--- src/rtl/core/nenc_pkg.sv ---
// Shared types, constants and lookup functions of the note event converter.
// No dependencies; imported by the controller, the datapath and the top level.
package nenc_pkg;

    // Stream widths and field widths.
    localparam int InDataW  = 32;
    localparam int InUserW  = 2;
    localparam int OutDataW = 40;
    localparam int OutUserW = 1;
    localparam int KeyW     = 4;
    localparam int PitchW   = 7;
    localparam int FaceW    = 4;
    localparam int RatioW   = 8;
    localparam int BaseDurW = 13;
    localparam int DurW     = 21;

    // Default width of the running tuplet count.
    localparam int CountBitsDefault = 24;

    // Accidental codes.
    localparam logic [1:0] AccNone = 2'd0;
    localparam logic [1:0] AccFlat = 2'd1;

    // Face codes that are known.
    localparam logic [FaceW-1:0] FaceWhole = 4'd1;
    localparam logic [FaceW-1:0] Face128th = 4'd8;

    // Tuplet mark codes.
    localparam logic [1:0] MarkNone  = 2'd0;
    localparam logic [1:0] MarkStart = 2'd1;
    localparam logic [1:0] MarkMid   = 2'd2;
    localparam logic [1:0] MarkStop  = 2'd3;

    // Flat alteration in two-bit two's complement.
    localparam logic [1:0] AlterFlat = 2'b11;

    // Commands from the controller to the datapath.
    typedef struct packed {
        logic load;
        logic dot_step;
        logic mul;
        logic div_step;
        logic emit;
    } t_cmd;

    // Status from the datapath to the controller.
    typedef struct packed {
        logic dots_zero;
        logic tuplet;
        logic div_last;
        logic out_free;
    } t_status;

    // Base length of a face in divisions at 480 per quarter.
    function automatic logic [BaseDurW-1:0] face_len(input logic [FaceW-1:0] face);
        logic [BaseDurW-1:0] len;
        begin
            case (face)
                4'd1:    len = 13'd1920;
                4'd2:    len = 13'd960;
                4'd3:    len = 13'd480;
                4'd4:    len = 13'd240;
                4'd5:    len = 13'd120;
                4'd6:    len = 13'd60;
                4'd7:    len = 13'd30;
                4'd8:    len = 13'd15;
                default: len = 13'd0;
            endcase
            return len;
        end
    endfunction

    // Black keys within the octave, C as zero.
    function automatic logic is_black(input logic [3:0] pc);
        logic b;
        begin
            case (pc)
                4'd1, 4'd3, 4'd6, 4'd8, 4'd10: b = 1'b1;
                default:                       b = 1'b0;
            endcase
            return b;
        end
    endfunction

    // Natural letter of a pitch class (sharps take the letter below).
    function automatic logic [2:0] letter_of(input logic [3:0] pc);
        logic [2:0] l;
        begin
            case (pc)
                4'd0, 4'd1:   l = 3'd0;
                4'd2, 4'd3:   l = 3'd1;
                4'd4:         l = 3'd2;
                4'd5, 4'd6:   l = 3'd3;
                4'd7, 4'd8:   l = 3'd4;
                4'd9, 4'd10:  l = 3'd5;
                default:      l = 3'd6;
            endcase
            return l;
        end
    endfunction

    // Quotient by twelve through the reciprocal 43/512; exact up to 128.
    function automatic logic [3:0] div12(input logic [7:0] x);
        logic [13:0] p;
        begin
            p = 14'(x) * 14'd43;
            return p[12:9];
        end
    endfunction

endpackage

--- src/rtl/core/nenc_ctrl.sv ---
// Sequencing controller of the note event converter.
// Depends on nenc_pkg for the command and status structs.
module nenc_ctrl
    import nenc_pkg::*;
(
    input  logic    i_clk,
    input  logic    i_rst_n,
    input  logic    i_in_valid,
    output logic    o_in_ready,
    input  t_status i_status,
    output t_cmd    o_cmd
);

    typedef enum logic [2:0] {
        ST_IDLE,
        ST_DOTS,
        ST_SCALE,
        ST_DIV,
        ST_DONE
    } t_state;

    t_state r_state, n_state;
    logic   r_in_ready;

    // Next state and the commands for this cycle.
    always_comb begin
        n_state = r_state;
        o_cmd   = '0;
        unique case (r_state)
            ST_IDLE: begin
                if (i_in_valid) begin
                    o_cmd.load = 1'b1;
                    n_state    = ST_DOTS;
                end
            end
            ST_DOTS: begin
                if (!i_status.dots_zero) begin
                    o_cmd.dot_step = 1'b1;
                end else if (i_status.tuplet) begin
                    n_state = ST_SCALE;
                end else begin
                    n_state = ST_DONE;
                end
            end
            ST_SCALE: begin
                o_cmd.mul = 1'b1;
                n_state   = ST_DIV;
            end
            ST_DIV: begin
                o_cmd.div_step = 1'b1;
                if (i_status.div_last) begin
                    n_state = ST_DONE;
                end
            end
            ST_DONE: begin
                if (i_status.out_free) begin
                    o_cmd.emit = 1'b1;
                    n_state    = ST_IDLE;
                end
            end
            default: n_state = ST_IDLE;
        endcase
    end

    // State register and the registered input ready.
    always_ff @(posedge i_clk) begin
        if (!i_rst_n) begin
            r_state    <= ST_IDLE;
            r_in_ready <= 1'b1;
        end else begin
            r_state    <= n_state;
            r_in_ready <= (n_state == ST_IDLE);
        end
    end

    assign o_in_ready = r_in_ready;

endmodule

--- src/rtl/core/nenc_datapath.sv ---
// Datapath of the note event converter: spelling, tuplet count, duration
// arithmetic and the output register. Depends on nenc_pkg.
module nenc_datapath
    import nenc_pkg::*;
#(
    parameter int COUNT_BITS = CountBitsDefault
) (
    input  logic                i_clk,
    input  logic                i_rst_n,
    input  t_cmd                i_cmd,
    output t_status             o_status,
    input  logic                i_cfg_wr_en,
    input  logic [KeyW-1:0]     i_cfg_wr_data,
    input  logic [InDataW-1:0]  i_in_tdata,
    input  logic [InUserW-1:0]  i_in_tuser,
    output logic                o_out_valid,
    input  logic                i_out_ready,
    output logic [OutDataW-1:0] o_out_tdata,
    output logic [OutUserW-1:0] o_out_tuser
);

    localparam int SumW   = ((COUNT_BITS > 16) ? COUNT_BITS : 16) + 1;
    localparam int ShiftW = 15;
    localparam int DivCntW = $clog2(DurW);

    localparam logic [COUNT_BITS-1:0] CountMax = '1;

    // Input field unpacking.
    logic              in_is_rest, in_measure_start;
    logic [PitchW-1:0] in_pitch;
    logic [1:0]        in_accidental, in_dots;
    logic [FaceW-1:0]  in_face;
    logic [RatioW-1:0] in_actual, in_normal;

    assign in_is_rest       = i_in_tuser[0];
    assign in_measure_start = i_in_tuser[1];
    assign in_pitch         = i_in_tdata[6:0];
    assign in_accidental    = i_in_tdata[8:7];
    assign in_face          = i_in_tdata[12:9];
    assign in_dots          = i_in_tdata[14:13];
    assign in_actual        = i_in_tdata[22:15];
    assign in_normal        = i_in_tdata[30:23];

    // Registers.
    logic [KeyW-1:0]       r_key;
    logic [COUNT_BITS-1:0] r_count, n_count;
    logic [FaceW-1:0]      r_unit, n_unit;
    logic [1:0]            r_mark, n_mark;
    logic [2:0]            r_step, n_step;
    logic [1:0]            r_alter, n_alter;
    logic [4:0]            r_octave, n_octave;
    logic [FaceW-1:0]      r_type;
    logic                  r_tuplet;
    logic [RatioW-1:0]     r_actual, r_normal;
    logic [1:0]            r_dots;
    logic [BaseDurW-1:0]   r_dur;
    logic [DurW-1:0]       r_quo;
    logic [RatioW-1:0]     r_rem;
    logic [DivCntW-1:0]    r_div_cnt;
    logic                  r_out_valid;
    logic [OutDataW-1:0]   r_out_tdata;
    logic [OutUserW-1:0]   r_out_tuser;

    // Pitch spelling of the incoming event.
    logic       in_tuplet;
    logic [3:0] oct_q, up_q, pc, up_pc;
    logic [7:0] up;
    logic       use_flat;

    assign in_tuplet = (in_actual != '0) && (in_normal != '0);

    always_comb begin
        up      = 8'(in_pitch) + 8'd1;
        oct_q   = div12(8'(in_pitch));
        up_q    = div12(up);
        pc      = 4'(in_pitch - 7'(oct_q) * 7'd12);
        up_pc   = 4'(up - 8'(up_q) * 8'd12);
        use_flat = (in_accidental == AccFlat) ||
                   (is_black(pc) && (in_accidental == AccNone) && r_key[KeyW-1]);
        n_step   = '0;
        n_alter  = '0;
        n_octave = '0;
        if (!in_is_rest) begin
            if (use_flat) begin
                n_step   = letter_of(up_pc);
                n_alter  = AlterFlat;
                n_octave = 5'(up_q) - 5'd1;
            end else begin
                n_step   = letter_of(pc);
                n_alter  = {1'b0, is_black(pc)};
                n_octave = 5'(oct_q) - 5'd1;
            end
        end
    end

    // Tuplet count update for the incoming event.
    logic [COUNT_BITS-1:0]        cnt0, scaled, sat;
    logic [COUNT_BITS+ShiftW-1:0] wide;
    logic [15:0]                  add;
    logic [SumW-1:0]              sum;

    always_comb begin
        cnt0    = in_measure_start ? '0 : r_count;
        n_unit  = r_unit;
        wide    = '0;
        scaled  = cnt0;
        add     = 16'd1;
        sum     = '0;
        sat     = '0;
        n_count = '0;
        n_mark  = MarkNone;
        if (!in_tuplet) begin
            n_count = '0;
            n_mark  = MarkNone;
        end else if (cnt0 == '0) begin
            n_count = COUNT_BITS'(1);
            n_unit  = in_face;
            n_mark  = MarkStart;
        end else begin
            if (in_face > r_unit) begin
                wide   = (COUNT_BITS+ShiftW)'(cnt0) << (in_face - r_unit);
                scaled = (wide[COUNT_BITS+ShiftW-1:COUNT_BITS] != '0) ?
                         CountMax : wide[COUNT_BITS-1:0];
                n_unit = in_face;
            end else if (r_unit > in_face) begin
                add = 16'd1 << (r_unit - in_face);
            end
            sum = SumW'(scaled) + SumW'(add);
            sat = (sum > SumW'(CountMax)) ? CountMax : sum[COUNT_BITS-1:0];
            if (sat >= COUNT_BITS'(in_actual)) begin
                n_count = '0;
                n_mark  = MarkStop;
            end else begin
                n_count = sat;
                n_mark  = MarkMid;
            end
        end
    end

    // Control state: key register, tuplet state and output valid.
    always_ff @(posedge i_clk) begin
        if (!i_rst_n) begin
            r_key       <= '0;
            r_count     <= '0;
            r_unit      <= '0;
            r_out_valid <= 1'b0;
        end else begin
            if (i_cfg_wr_en) begin
                r_key <= i_cfg_wr_data;
            end
            if (i_cmd.load) begin
                r_count <= n_count;
                r_unit  <= n_unit;
            end
            if (i_cmd.emit) begin
                r_out_valid <= 1'b1;
            end else if (i_out_ready) begin
                r_out_valid <= 1'b0;
            end
        end
    end

    // One restoring division step: one quotient bit per cycle.
    logic [RatioW:0]   trial;
    logic              q_bit;
    logic [RatioW-1:0] rem_next;

    always_comb begin
        trial    = {r_rem, r_quo[DurW-1]};
        q_bit    = (trial >= {1'b0, r_actual});
        rem_next = q_bit ? RatioW'(trial - {1'b0, r_actual}) : trial[RatioW-1:0];
    end

    // Dot step: times three halves, truncated.
    logic [BaseDurW:0] dot_sum;
    assign dot_sum = {1'b0, r_dur} + {r_dur, 1'b0};

    // Payload and working registers.
    always_ff @(posedge i_clk) begin
        if (i_cmd.load) begin
            r_step   <= n_step;
            r_alter  <= n_alter;
            r_octave <= n_octave;
            r_mark   <= n_mark;
            r_type   <= ((in_face >= FaceWhole) && (in_face <= Face128th)) ? in_face : '0;
            r_tuplet <= in_tuplet;
            r_actual <= in_actual;
            r_normal <= in_normal;
            r_dots   <= in_dots;
            r_dur    <= face_len(in_face);
        end
        if (i_cmd.dot_step) begin
            r_dur  <= dot_sum[BaseDurW:1];
            r_dots <= r_dots - 2'd1;
        end
        if (i_cmd.mul) begin
            r_quo     <= DurW'(r_dur) * DurW'(r_normal);
            r_rem     <= '0;
            r_div_cnt <= '0;
        end
        if (i_cmd.div_step) begin
            r_quo     <= {r_quo[DurW-2:0], q_bit};
            r_rem     <= rem_next;
            r_div_cnt <= r_div_cnt + DivCntW'(1);
        end
        if (i_cmd.emit) begin
            r_out_tdata <= {3'b000, r_mark, r_type,
                            (r_tuplet ? r_quo : DurW'(r_dur)),
                            r_octave, r_alter, r_step};
            r_out_tuser <= r_tuplet;
        end
    end

    // Status back to the controller.
    assign o_status.dots_zero = (r_dots == 2'd0);
    assign o_status.tuplet    = r_tuplet;
    assign o_status.div_last  = (r_div_cnt == DivCntW'(DurW - 1));
    assign o_status.out_free  = !r_out_valid || i_out_ready;

    assign o_out_valid = r_out_valid;
    assign o_out_tdata = r_out_tdata;
    assign o_out_tuser = r_out_tuser;

endmodule

--- src/rtl/core/note_event_notation_converter_unit.sv ---
// Top level of the note event notation converter.
// Instantiates nenc_ctrl and nenc_datapath; depends on nenc_pkg.
//
//   Channel   Direction  Transaction
//   s_axis    in         one note or rest event
//   m_axis    out        one spelled event with duration and tuplet mark
//   i_cfg     in         key signature write into a register
//
// An event goes from acceptance through one dot step per dot and, with a tuplet,
// the multiply by normal and the 21-step bit-serial divider by actual before
// the result is loaded; the controller then returns to idle and takes the next event.
// One event is in work at a time.
// s_axis_tready is high after reset; a stalled m_axis holds the result and the block
// may accept and work the next event behind it, but waits to emit it until the output is free.
module note_event_notation_converter_unit
    import nenc_pkg::*;
#(
    parameter int COUNT_BITS = CountBitsDefault
) (
    input  logic                i_clk,
    input  logic                i_rst_n,
    input  logic                i_cfg_wr_en,
    input  logic [KeyW-1:0]     i_cfg_wr_data,
    input  logic                s_axis_tvalid,
    output logic                s_axis_tready,
    // pitch[6:0], accidental[8:7], face_value[12:9], dots[14:13],
    // actual_notes[22:15], normal_notes[30:23], zero[31]
    input  logic [InDataW-1:0]  s_axis_tdata,
    // is_rest[0], measure_start[1]
    input  logic [InUserW-1:0]  s_axis_tuser,
    output logic                m_axis_tvalid,
    input  logic                m_axis_tready,
    // step_letter[2:0], alter[4:3], octave[9:5], duration[30:10],
    // type_code[34:31], tuplet_mark[36:35], zero[39:37]
    output logic [OutDataW-1:0] m_axis_tdata,
    // time_modified[0]
    output logic [OutUserW-1:0] m_axis_tuser
);

    t_cmd    cmd;
    t_status status;

    // Sequencing.
    nenc_ctrl u_ctrl (
        .i_clk      (i_clk),
        .i_rst_n    (i_rst_n),
        .i_in_valid (s_axis_tvalid),
        .o_in_ready (s_axis_tready),
        .i_status   (status),
        .o_cmd      (cmd)
    );

    // Arithmetic and storage.
    nenc_datapath #(
        .COUNT_BITS (COUNT_BITS)
    ) u_datapath (
        .i_clk         (i_clk),
        .i_rst_n       (i_rst_n),
        .i_cmd         (cmd),
        .o_status      (status),
        .i_cfg_wr_en   (i_cfg_wr_en),
        .i_cfg_wr_data (i_cfg_wr_data),
        .i_in_tdata    (s_axis_tdata),
        .i_in_tuser    (s_axis_tuser),
        .o_out_valid   (m_axis_tvalid),
        .i_out_ready   (m_axis_tready),
        .o_out_tdata   (m_axis_tdata),
        .o_out_tuser   (m_axis_tuser)
    );

endmodule

--- config.mk ---
export PLATFORM = sky130hd
export DESIGN_NAME = note_event_notation_converter_unit
export DESIGN_NICKNAME = d
export VERILOG_FILES = /design/src/rtl/core/nenc_pkg.sv /design/src/rtl/core/nenc_ctrl.sv /design/src/rtl/core/nenc_datapath.sv /design/src/rtl/core/note_event_notation_converter_unit.sv
export SDC_FILE = /design/constraint.sdc
export NUM_CORES = 1
export LEC_CHECK = 0
export ABC_AREA = 1
export ABC_CLOCK_PERIOD_IN_PS = 12500
export BUFFER_PORTS_ARGS = -buffer_cell sky130_fd_sc_hd__buf_2
export CAP_MARGIN = 20
export CELL_PAD_IN_SITES_DETAIL_PLACEMENT = 0
export CELL_PAD_IN_SITES_GLOBAL_PLACEMENT = 1
export CORE_MARGIN = 5
export CORE_UTILIZATION = 47
export CTS_CLUSTER_SIZE = 30
export DETAILED_ROUTE_END_ITERATION = 16
export GPL_TIMING_DRIVEN = 0
export PLACE_DENSITY_LB_ADDON = 0.1
export REMOVE_ABC_BUFFERS = 1
export SYNTH_ARGS = -nofsm -noshare
export SYNTH_HDL_FRONTEND = slang
export SYNTH_HIERARCHICAL = 1
export SYNTH_SLANG_ARGS = --single-unit
--- constraint.sdc ---
create_clock -name i_clk -period 12.5 [get_ports i_clk]
set_clock_uncertainty 0.15 [all_clocks]
set_input_delay 3.75 -clock i_clk [delete_from_list [all_inputs] [get_ports i_clk]]
set_output_delay 3.75 -clock i_clk [all_outputs]
set_load 0.03 [all_outputs]
# After elaboration in Yosys (flattened, before gate mapping)
# Memory sizes are Yosys's and may differ from the RTL's.
# Index checks and enable logic that the tools add are counted.
# word_totals
ff_bits	157
romBits	272
in_bits	43
output_inout_bits	43
wordCells	135
n_memories	3
# op_classes
addsub	12
n_mul	5
n_lt_le_gt_ge	7
n_eq_ne	11
shifts	2
mux	49
bitwise_logic	1
reduce_logical	22
# mem_list
memory	words	width	rd	rd_ports_with_merged_regs	wr	line_no	text
(no name shown)	16	11	1	0	0	nenc_pkg.sv:58	case (face)
(no name shown)	16	3	1	0	0	nenc_pkg.sv:89	case (pc)
(no name shown)	16	3	1	0	0	nenc_pkg.sv:89	
# op_table
cell	n
$mux 24	9
$mux 16	4
$mux 21	2
$mux 13	3
$shl 24x4->39	1
$add 24x16->25	1
$gt 25x24->1 const B	1
$ge 24x8->1	1
$logic_not 24->1	1
$mux 8	3
$mul 13x8->21	1
$mux 3	6
$reduce_bool 8->1	2
$shl 1x4->16 const A	1
$sub 4x4->4	4
$mux 5	3
$pmux 3 s5	1
$reduce_bool 15->1	1
$add 13x14->14	1
$mul 7x6->13 const B	1
$mul 8x6->13 const B	1
$mux 1	13
$sub 4x1->5 const B	2
$ge 9x8->1	1
other kinds (29)	45

# Longest topological paths before layout
# depth
depth_word	14
ltp_mapped	62
mapped_depth_nobuf	60

# Cells and area by module
# The synthesis kept the hierarchy.
# modules_own_cells
module	n_inst	cells_each	area_each_um2	seq_area_each_um2
nenc_datapath	1	1936	15031.9	4204.0
nenc_ctrl	1	42	247.7	80.1

# Least setup slack after synthesis
# No wires, ideal clock.
# synth_timing
path_type	input -> register
startpoint	in s_axis_tdata[9]
endpoint	reg u_datapath.r_mark[0] (data pin)
setup_time_ps	263
arrival_ps	9514
required_ps	12087
slack_ps	2572
stages	59
n_path_buf	2
cell_sequence	inv_1 -> ha_1 -> fa_1 -> buf_2 -> inv_1 -> buf_2 -> nand3_1 -> nand2_1 -> nand2_1 -> nand2_1 -> nand2_1 -> nor2_1 -> nand2_1 -> nand2_4 -> nand2_1 -> inv_1 -> nand2_1 -> o21ai_0 -> [... 23 more ...] -> nand2_1 -> nand2_1 -> nand2_1 -> nand2_1 -> nand2_1 -> nand2_1 -> nand2_1 -> nand2_1 -> nand2_1 -> nand2_1 -> nand2_1 -> nand4_1 -> nor2_1 -> nand4_1 -> nor2_1 -> nand4_1 -> nor2_4 -> a21oi_1
# synth_between
elab_chain_cells	13
word_cells_on_any_way	21
classes_between	add/sub: 3; order compare: 4; shift: 2; mux: 11; reduce/logical: 1
# synth_rtl
element	line_no	text
start: declaration	note_event_notation_converter_unit.sv:28	input logic [InDataW-1:0] s_axis_tdata,
$sub 4x4->4	nenc_datapath.sv:121	wide = (COUNT_BITS+ShiftW)'(cnt0) << (in_face - r_unit);
$shl 24x4->39	nenc_datapath.sv:121	
$reduce_bool 15->1	nenc_datapath.sv:122	scaled = (wide[COUNT_BITS+ShiftW-1:COUNT_BITS] != '0) ?
$mux 24	nenc_datapath.sv:122	
$mux 24	nenc_datapath.sv:120	if (in_face > r_unit) begin
$mux 24	nenc_datapath.sv:115	end else if (cnt0 == '0) begin
$mux 24	nenc_datapath.sv:112	if (!in_tuplet) begin
$add 24x16->25 *	nenc_datapath.sv:128	sum = SumW'(scaled) + SumW'(add);
$gt 25x24->1	nenc_datapath.sv:129	sat = (sum > SumW'(CountMax)) ? CountMax : sum[COUNT_BITS-1:0];
$mux 24 *	nenc_datapath.sv:129	
$ge 24x8->1 *	nenc_datapath.sv:130	if (sat >= COUNT_BITS'(in_actual)) begin
$mux 1 *	nenc_datapath.sv:130	
$mux 1 *	nenc_datapath.sv:115	
end signal: assignment	nenc_datapath.sv:184	r_mark <= n_mark;
end: declaration	nenc_datapath.sv:48	logic [1:0] r_mark, n_mark;
# Mark *: on every way between the ends. The rest lies on a longest branch, timed or not. The select of a mux whose other input is x is not followed.
# A chain may end at the register's enable or synchronous reset.

# Worst setup path after layout
# layout_timing
startpoint	in s_axis_tdata[9]
endpoint	reg u_datapath.r_count[0]
# layout_between
elab_chain_cells	14
word_cells_on_any_way	22
classes_between	add/sub: 3; order compare: 4; shift: 2; mux: 12; reduce/logical: 1
# layout_rtl
element	line_no	text
$sub 4x4->4	nenc_datapath.sv:121	
$shl 24x4->39	nenc_datapath.sv:121	
$reduce_bool 15->1	nenc_datapath.sv:122	
$mux 24	nenc_datapath.sv:122	
$mux 24	nenc_datapath.sv:120	
$mux 24	nenc_datapath.sv:115	
$mux 24	nenc_datapath.sv:112	
$add 24x16->25 *	nenc_datapath.sv:128	
$gt 25x24->1	nenc_datapath.sv:129	
$mux 24 *	nenc_datapath.sv:129	
$ge 24x8->1	nenc_datapath.sv:130	
$mux 24 *	nenc_datapath.sv:130	
$mux 24 *	nenc_datapath.sv:115	
$mux 24 *	nenc_datapath.sv:112	
end signal: assignment	nenc_datapath.sv:152	r_count <= n_count;
end: declaration	nenc_datapath.sv:46	logic [COUNT_BITS-1:0] r_count, n_count;
# Marked as above.

==> impl_metrics.toml <==
[status]
outcome = "completed"

[yosys]
synth_seq_cells = 154
synth_edf_count = 120
yosysSeqAreaShare_pct = 28.0
synth_area_per_cell_um2 = 7.72
ys_warn_count = 6
synth_top_flop_cell = "edfxtp_1"
synth_cell_types = 55
synthArstFlopShare_pct = 0
syn_area_mm2 = 0.0153
syn-instance-count = 1978

[pwr]
clockPowerShare_pct = 10.9
p_switching_w = 0.00244
combPwrFrac_pct = 70.3
ir_drop_v = 0.000231
p_int_w = 0.00238
p_leak_nw = 8.41
power_frac_seq_pct = 18.8
switching_share_pct = 50.5
powerDensity_mw_per_mm2 = 291

[global_route]
antenna_found_initial = 0
grt_pass1_wl_um = 61000
grtUsageTotal_pct = 20.5
grt_pass1_vias = 12500
grt_max_degree = 43
overflow = 0

[routing]
drc_errors = 0
drt_first_pass_iters = 6
routedWlPerCell_um = 14.7
ant_nets = 0
viasPerCell = 5.06
first_iter_violations = 581
dr_total_vias = 12500
drt_wl_total_um = 36300

[timing]
fin_crit_sh_pct = 92.1
fin_hold_ws_ps = 270
setup_violations = 0
slew_viol_final = 0
tightest_slew_ps = 1080
fmax_mhz = 86.8
setup_tns_ps = 0
layout_min_cycle_time_ps = 11520
rsz0062_at_grt = "no"
hold_violations = 0
slew_headroom_pct = 28.2

[setup_path]
worst-path-stages = 61
crit_fanout = 16
worstSetupEndpointType = "flip-flop"
cp-start-kind = "input port"
crit_top_cell = "nand2_1"
cpPeakStageDelay_ps = 870
reg2regPathDepth = 59
cpLargestDelayFamily = "simple AND/OR/NAND/NOR gates"
cp_data_required_time_ps = 12730
critPathArrivalTime_ps = 11750
crit_slowest_cell = "fa_2"
path_class = "input port to flip-flop"
path_buf_inv = 10

[min_path]
hold_depth = 0
hold_path.class = "flip-flop to flip-flop"

[die]
rows = 66
die-area_mm2 = 0.0362
ios = 86
initial_core_util_pct = 47.3
core_area_mm2 = 0.0323
die_h_um = 190
die_w_um = 190

[clock_tree]
clk_pin_slew_ps = 80
clk_latency_ps = 450
cts_tree = "yes"
htreeDepth = 4
cts-root-buf = "clkbuf_16"
cts_hold_buf = 0
cts_sinks = 154
clock_path_buffers = 2
cts_buffers = 17

[job]
maxCapViolations = 0

[final_layout]
drive_above_1_share_pct = 9.07
fin_cells = 2471
num_antenna_cells = 0
syn2layout_area_growth_pct = 8.53
fin_area_mm2 = 0.0166
fillCellCount = 3228
final_net_count = 2311

[placed_design]
io_buffers = 78
postPlaceCellArea_mm2 = 0.0160
dpl.hpwl_um = 28100
routabilityCongestion = 0.854
dp.cells = 2437
-- area by class of cell --
class                   instances  area (µm²)  share of cell area, %
multi-input cells            1392        9310                   56.1
clock inverters                15         174                   1.05
well taps                     442         553                   3.33
flip-flops and latches        154        4280                   25.8
inverters                     365        1370                   8.28
repair buffers                 85         459                   2.77
repair inverters                1        7.51                 0.0453
clock buffers                  17         425                   2.57
-- final timing paths --
kind / startpoint / endpoint / slack, ps
max: s_axis_tdata[9] / u_datapath/r_count[0] / 980
min: u_datapath/r_alter[1] / u_datapath/o_out_tdata[4] / 270
max reg2reg: u_datapath/r_unit[0] / u_datapath/r_count[0] / 4260
min reg2reg: u_datapath/r_alter[1] / u_datapath/o_out_tdata[4] / 270
-- kinds of logic (layout without fill, tap and decap cells) --
logic type | count (synthesis) | in the layout | synth area share [%]
AND/OR/NAND/NOR | 811 | 811 | 22.4
buffers and inverters | 434 | 483 | 11.2
XOR/XNOR | 44 | 44 | 2.77
AO/OA/AOI/OAI | 268 | 268 | 9.71
adder cells (fa/ha/maj) | 252 | 252 | 24.8
other | 1 | 3 | 0.0245
flip-flops | 154 | 154 | 28.0
multiplexers | 14 | 14 | 1.02
-- per-stage QoR --
stage               power, W  worst slack (ps)  utilization (%)
floorplan            0.00356              1940                -
global placement     0.00426              -150             49.2
detailed placement   0.00430              -188             49.4
CTS                  0.00485               275             51.3
global route         0.00547              64.2             51.4
finish               0.00482               982             51.4
-- synthesized netlist by cell type, types with 3 or more instances --
master | n | area (µm²)
o21ai_0 | 103 | 515
nor2_2 | 5 | 31.3
buf_4 | 6 | 45.0
nor2_4 | 3 | 33.8
nand3_2 | 6 | 60.1
o211ai_1 | 8 | 60.1
xor2_1 | 22 | 193
buf_2 | 13 | 65.1
clkbuf_1 | 42 | 158
nand2_1 | 488 | 1830
a21o_1 | 3 | 22.5
nand4_1 | 28 | 175
nand3b_1 | 3 | 22.5
fa_1 | 85 | 1700
nor3_1 | 17 | 85.1
a21oi_1 | 101 | 505
dfxtp_1 | 34 | 681
a22o_1 | 4 | 35.0
inv_1 | 355 | 1330
xnor2_1 | 20 | 175
nand3_1 | 103 | 515
o41ai_1 | 3 | 26.3
a31oi_1 | 5 | 31.3
nand2_2 | 6 | 37.5
o21ai_1 | 13 | 65.1
or2_2 | 12 | 75.1
edfxtp_1 | 120 | 3600
o22ai_1 | 5 | 31.3
inv_2 | 10 | 37.5
nor4_1 | 6 | 37.5
o21bai_1 | 4 | 30.0
mux2_2 | 12 | 135
a211oi_1 | 4 | 30.0
buf_6 | 6 | 67.6
nor2_1 | 131 | 492
ha_1 | 167 | 2090
-- power groups by stage --
| stage | registers (W) | clock network, W | logic [W] |
|---|---|---|---|
| after detailed placement | 0.000916 | 0 | 0.00338 |
| after global placement | 0.000917 | 0 | 0.00334 |
| after CTS | 0.000906 | 0.000543 | 0.00340 |
| after floorplan | 0.000876 | 0 | 0.00268 |
| final | 0.000905 | 0.000527 | 0.00339 |
| after global routing | 0.000919 | 0.000566 | 0.00398 |
-- sequential cells by signal (all words and copies together) (netlist names), 4 cells and up --
name                    count
u_datapath/o_out_tdata     37
u_datapath/r_actual         8
u_datapath/r_count         24
u_datapath/r_div_cnt        5
u_datapath/r_dur           13
u_datapath/r_normal         8
u_datapath/r_octave         5
u_datapath/r_quo           21
u_datapath/r_rem            8
u_datapath/r_type           4
u_datapath/r_unit           4
-- layer usage --
metal | wire (µm) | part of all wire, % | global-route usage, % | vias to the layer above
li1 | - | - | - | 6429
met4 | 748 | 2.1 | 6.24 | 0
met3 | 1230 | 3.4 | 3.20 | 42
met5 | 0 | 0 | 0 | -
met2 | 17800 | 49 | 36.5 | 206
met1 | 16500 | 46 | 25.7 | 5823
-- timing repair --
item	4_1_cts	5_1_grt
gates resized for setup	0	4
endpoints found under the setup margin	0	9
setup buffers	0	1
hold endpoints to repair	0	0
-- cells in the final DEF, fill, tap and decap left out, types with 34 or more instances in the layout --
cell / count
dfxtp_1: 34
fa_1: 84
nand2_1: 488
o21ai_0: 103
nand3_1: 103
a21oi_1: 101
nor2_1: 131
ha_1: 166
buf_2: 78
edfxtp_1: 120
inv_1: 353
-- worst reg2reg max path: cells and delay by family (launching register included) --
| kind | cells | cell delay, ps |
|---|---|---|
| DFF | 1 | 320 |
| buffers and inverters | 8 | 1120 |
| AOI/OAI and AO/OA | 6 | 1060 |
| adders and majority gates | 5 | 1860 |
| and+or+nand+nor | 40 | 3690 |
Power figures use the tool's default switching activity.
